File: src/rtl/wrp_pkg.sv
// ----------------------------------------------------------------------------
// wrp_pkg: shared types and constants of the windowed RMS/peak meter
// Field widths, register indexes and reset values used across the block.
// ----------------------------------------------------------------------------
package wrp_pkg;

    localparam int MAX_CHANNELS_DEF = 8;
    localparam int MAX_BINS_DEF     = 64;
    localparam int SAMPLE_BITS_DEF  = 24;

    localparam int CH_W   = 3;
    localparam int SPB_W  = 16;
    localparam int NBR_W  = 7;
    localparam int ACT_W  = 4;
    localparam int CFGI_W = 2;
    localparam int CFGD_W = 16;
    localparam int SUM_W  = 64;
    localparam int ROOT_W = 32;

    typedef enum logic [CFGI_W-1:0] {
        REG_SPB = 2'd0,
        REG_NBW = 2'd1,
        REG_ACT = 2'd2,
        REG_NONE = 2'd3
    } t_reg_idx;

    localparam logic [SPB_W-1:0] SPB_RESET = 16'd800;
    localparam logic [NBR_W-1:0] NBW_RESET = 7'd60;
    localparam logic [ACT_W-1:0] ACT_RESET = 4'd2;

endpackage

File: src/rtl/wrp_dsq.sv
// ----------------------------------------------------------------------------
// wrp_dsq: iterative divide then square root
// Restoring divide, one quotient bit a cycle, then bit-pair square root.
// ----------------------------------------------------------------------------
module wrp_dsq #(
    parameter int DVW = 25
) (
    input  logic                       i_clk,
    input  logic                       i_rst_n,
    input  logic                       i_start,
    input  logic [wrp_pkg::SUM_W-1:0]  i_dividend,
    input  logic [DVW-1:0]             i_divisor,
    output logic                       o_done,
    output logic [wrp_pkg::ROOT_W-1:0] o_root
);
    localparam int SW = wrp_pkg::SUM_W;
    localparam int RW = wrp_pkg::ROOT_W;

    typedef enum logic [2:0] {
        P_IDLE = 3'b001,
        P_DIV  = 3'b010,
        P_SQRT = 3'b100
    } t_phase;

    t_phase          r_ph, n_ph;
    logic [5:0]      r_cnt, n_cnt;
    logic [SW-1:0]   r_q, n_q;
    logic [DVW-1:0]  r_rem, n_rem;
    logic [DVW-1:0]  r_d, n_d;
    logic [RW+1:0]   r_sr, n_sr;
    logic [RW-1:0]   r_root, n_root;
    logic            r_done, n_done;

    logic [DVW:0]    div_sh;
    logic            div_ge;
    logic [RW+3:0]   sq_rem;
    logic [RW+3:0]   sq_trial;
    logic            sq_ge;

    always_comb begin
        div_sh   = {r_rem, r_q[SW-1]};
        div_ge   = div_sh >= {1'b0, r_d};
        sq_rem   = {r_sr, r_q[SW-1:SW-2]};
        sq_trial = {2'b00, r_root, 2'b01};
        sq_ge    = sq_rem >= sq_trial;

        n_ph   = r_ph;
        n_cnt  = r_cnt;
        n_q    = r_q;
        n_rem  = r_rem;
        n_d    = r_d;
        n_sr   = r_sr;
        n_root = r_root;
        n_done = 1'b0;
        unique case (r_ph)
            P_IDLE: begin
                if (i_start) begin
                    n_q   = i_dividend;
                    n_rem = '0;
                    n_d   = i_divisor;
                    n_cnt = '0;
                    n_ph  = P_DIV;
                end
            end
            P_DIV: begin
                n_rem = div_ge ? DVW'(div_sh - {1'b0, r_d}) : DVW'(div_sh);
                n_q   = {r_q[SW-2:0], div_ge};
                n_cnt = r_cnt + 6'd1;
                if (r_cnt == 6'd63) begin
                    n_cnt  = '0;
                    n_sr   = '0;
                    n_root = '0;
                    n_ph   = P_SQRT;
                end
            end
            P_SQRT: begin
                n_sr   = sq_ge ? (RW+2)'(sq_rem - sq_trial) : (RW+2)'(sq_rem);
                n_root = {r_root[RW-2:0], sq_ge};
                n_q    = {r_q[SW-3:0], 2'b00};
                n_cnt  = r_cnt + 6'd1;
                if (r_cnt == 6'(RW - 1)) begin
                    n_done = 1'b1;
                    n_ph   = P_IDLE;
                end
            end
            default: n_ph = P_IDLE;
        endcase
    end

    always_ff @(posedge i_clk) begin
        if (!i_rst_n) begin
            r_ph   <= P_IDLE;
            r_done <= 1'b0;
            r_cnt  <= '0;
        end else begin
            r_ph   <= n_ph;
            r_done <= n_done;
            r_cnt  <= n_cnt;
        end
        r_q    <= n_q;
        r_rem  <= n_rem;
        r_d    <= n_d;
        r_sr   <= n_sr;
        r_root <= n_root;
    end

    assign o_done = r_done;
    assign o_root = r_root;
endmodule

File: config.mk
export PLATFORM = sky130hd
export DESIGN_NAME = wrp_dsq
export DESIGN_NICKNAME = d
export VERILOG_FILES = /design/src/rtl/wrp_pkg.sv /design/src/rtl/wrp_dsq.sv
export SDC_FILE = /design/constraint.sdc
export NUM_CORES = 1
export LEC_CHECK = 0
export CAP_MARGIN = 20
export CORE_MARGIN = 4
export CORE_UTILIZATION = 34
export DETAILED_ROUTE_END_ITERATION = 8
export DONT_BUFFER_PORTS = 1
export GPL_TIMING_DRIVEN = 0
export PLACE_DENSITY = 0.45
export RECOVER_POWER = 25
export SETUP_SLACK_MARGIN = 0.2
export SYNTH_ARGS = -nofsm -noshare
export SYNTH_HDL_FRONTEND = slang
export SYNTH_SLANG_ARGS = --single-unit
File: constraint.sdc
create_clock -name i_clk -period 3.8 [get_ports i_clk]
set_input_delay 0.57 -clock i_clk [delete_from_list [all_inputs] [get_ports i_clk]]
set_output_delay 0.57 -clock i_clk [all_outputs]
set_load 0.01 [all_outputs]
==> summary.md <==
| Metric | Value |
|---|---|
| CP endpoint | r_rem[9] |
| Sum of negative setup slack | 0 ns |
| Final worst-path setup slack | 0.5121 ns |
| Clock buffer depth | 2 |
| Met3 wire len | 1.548 mm |
| Endpoints failing setup | 0 |
| Post-CTS Setup Bufs | 0 |
| First-pass GRT wire length | 46.53 mm |
| Most frequent cells in the layout | 213 x nand2_1, 180 x edfxtp_1, 122 x nor2_1 |
| Critical Path AT | 3.47 ns |
| Status | complete, no violations |
| Area after DPL | 12080 sq um |
| Non-Filler Instances | 1664 |
| Layout cell share with drive strength beyond 1 | 5.565% |
| Number of I/O port buffers | 0 |
| Unrepaired setup endpoints after global routing | false |
| Slew headroom | 48.35% |
| Final worst path period share | 86.52% |
| Worst r2r src | r_q[63] |
| Row Count | 66 |
| Core area | 32870 sq um |
| Largest net degree at the start of global routing | 44 |
| DP HPWL | 21.77 mm |
| Post-synthesis cell type count | 72 |
| DRT antenna net count | 0 |
| Initial antenna violation count | 1 |
| Gpl congestion | 0.8527 |
| N_diodes | 0 |
| Starting Density | 34.77% |
| Number of global-route vias before repair | 8412 |
| Total power | 5.241 mW |
| Die ar. | 36610 sq um |
| TritonCTS Buffers | 17 |
| CP Max Fanout | 10 |
| Post-synthesis register bit count | 190 |
| Max-slew violation count | 0 |
| DRC Markers | 0 |
| Nets@finish | 1362 |
| Lkg Pwr | 5.212 nW |
| Clock Sinks | 190 |
| CTS Hold Buffers Added | 0 |
| CP Class | flip-flop to flip-flop |
| CTS root buf | clkbuf_16 |
| Post-route cell area | 12720 sq um |
| Met2 wire length | 12.66 mm |
| Gr ovfl total | 0 |
| Pwr per Cell Area | 411.9 nW/um^2 |
| Critical Path RT | 3.98 ns |
| Top Metal Used | met5 |
| DRT iter0 DRCs | 465 |
| Worst VDD drop | 0.0003200 V |
| Startpoint types | flip-flop |
| Mean post-synth cell area | 9.636 sq um |
| R2R Setup Slk | 0.51 ns |
| Chip Height | 191.3 microns |
| Seq/Total Area, Yosys | 49.05% |
| Max H-tree Level | 4 |
| Post-synth EDFFs | 180 |
| WL per Instance | 17.69 microns |
| Min cycle time layout | 3.288 ns |
| Predominant post-synthesis flop cell | edfxtp_1 |
| Hold crit path type | input pin to flip-flop |
| Commonest non-fill, non-tap cell in the layout | nand2_1 |
| Routed length on met1 | 14.71 mm |
| Area growth syn-to-layout | 11.32% |
| Ports | 125 |
| Worst Tran Pin Value | 0.7748 ns |
| Skew-Pair Late Insertion Delay | 0.45 ns |
| Syn nets | 1339 |
| Cells after DPL | 1632 |
| Routed wire length | 29.44 mm |
| Vias per inst | 5.186 |
| Max cap viols | 0 |
| Vias | 8629 |
| Crit. Startpoint | r_q[63] |
| R2r endpoint | r_rem[9] |
| TritonCTS clock tree | done |
| R2R cell count | 12 |
| Total GRT Usage | 16.13% |
| Fmax | 304.1 MHz |
| Critical Path End Type | flip-flop |
| Drt pass-1 iters | 4 |
| Post-synth ARST share | 0% |
| Setup Skew | 0.01185 ns |
| Worst-path clk slew | 0.08 ns |
| Dpl ws | 0.4003 ns |
| Chip Width | 191.3 microns |
| Netlist Area Pre-Place | 11430 sq um |
| Synthesis Warnings | 0 |
| Final Hold Vio Count | 0 |
| Synth Instances | 1186 |
| Cts repair resizes | 0 |
## state kept, by name, indices dropped and copies added (netlist names)
name,flops
o_done,1
o_root,32
r_cnt,6
r_d,25
r_ph,3
r_q,64
r_rem,25
r_sr,34
## final cells by class
cell class / instances / area, sq um
Buffer: 53 / 239.0
Clock buffer: 17 / 425.4
Clock inverter: 15 / 214.0
Fill cell: 3378 / 20140
Inverter: 75 / 281.5
Multi-Input combinational cell: 868 / 5314
Sequential cell: 190 / 5605
Tap cell: 442 / 553.0
Timing Repair Buffer: 4 / 90.09
## synth_stat cells, types with 4 or more instances
library cell	count	share of area [%]
buf_6	4	0.39
nand2b_1	8	0.44
a31oi_1	10	0.55
a211oi_2	4	0.44
ha_1	60	6.6
and2_1	6	0.33
nand3_1	27	1.2
xor2_1	13	1.0
nor3_1	14	0.61
o41ai_1	4	0.31
xnor2_1	33	2.5
edfxtp_1	180	47
buf_2	4	0.18
clkbuf_1	38	1.2
a22oi_1	64	4.2
o21a_1	12	0.79
o211ai_1	8	0.53
mux2i_1	21	1.8
buf_1	5	0.16
a211oi_1	12	0.79
a21boi_0	5	0.33
inv_1	75	2.5
a21o_1	14	0.92
nand4_1	12	0.66
dfxtp_1	10	1.8
nand2_1	214	7.0
a21oi_1	86	3.8
nor4_1	5	0.27
nor2_1	122	4.0
and3_1	5	0.27
o21ai_0	44	1.9
a22o_1	4	0.31
nor2b_1	10	0.55
## stage by stage
step / hold WS (ns) / util [%]
after global routing: 0.1722 / 38.71
after floorplan: 0.4887 / -
after detailed placement: 0.5260 / 36.75
after CTS: 0.1639 / 38.70
final: 0.1928 / 38.71
after global placement: 0.5129 / 36.46
## worst min path at each step
stage                       start        to  slack, ns  cells after the start
finish                    i_rst_n   r_ph[0]       0.19                      1
global route        i_divisor[22]   r_d[22]       0.17                      0
CTS                       i_rst_n   r_ph[0]       0.16                      1
detailed placement        r_ph[1]   r_ph[0]       0.53                      1
global placement         r_cnt[1]  r_cnt[1]       0.51                      2
floorplan                 r_ph[1]   r_ph[0]       0.49                      1
## cells by family (layout without fill, tap and decap cells)
logic type	after synthesis	count (layout)	synth area share, %
multiplexers	21	21	1.839
flip-flops	190	190	49.05
buffers and inverters	128	164	4.554
AND/OR/NAND/NOR	442	442	16.73
XOR/XNOR	46	46	3.525
adder cells (fa/ha/maj)	61	61	6.744
AO/OA/AOI/OAI	298	298	17.56
## worst max-delay path, cell delays in order, from the launching register on
cell,delay (ns)
edfxtp_1,0.47
inv_1,0.17
ha_1,0.20
fa_1,0.23
nor2b_1,0.07
o31a_1,0.28
o31ai_2,0.42
a311oi_4,0.21
o221ai_4,0.44
nand2_4,0.11
buf_6,0.20
mux2i_1,0.17
nor2_1,0.05
## where the power goes
group,switching [mW],total (mW),internal [mW]
sequential,0.0654,2.50,2.43
combinational,0.477,0.777,0.299
clock,0.947,1.97,1.02
total,1.49,5.24,3.75
## routing by layer
layer / global-route usage, % / up-vias
met3: 4.364 / 35
met5: 0 / -
met2: 23.85 / 172
li1: - / 4337
met4: 4.365 / 2
met1: 23.31 / 4083
(Power assumes the default switching activity.)
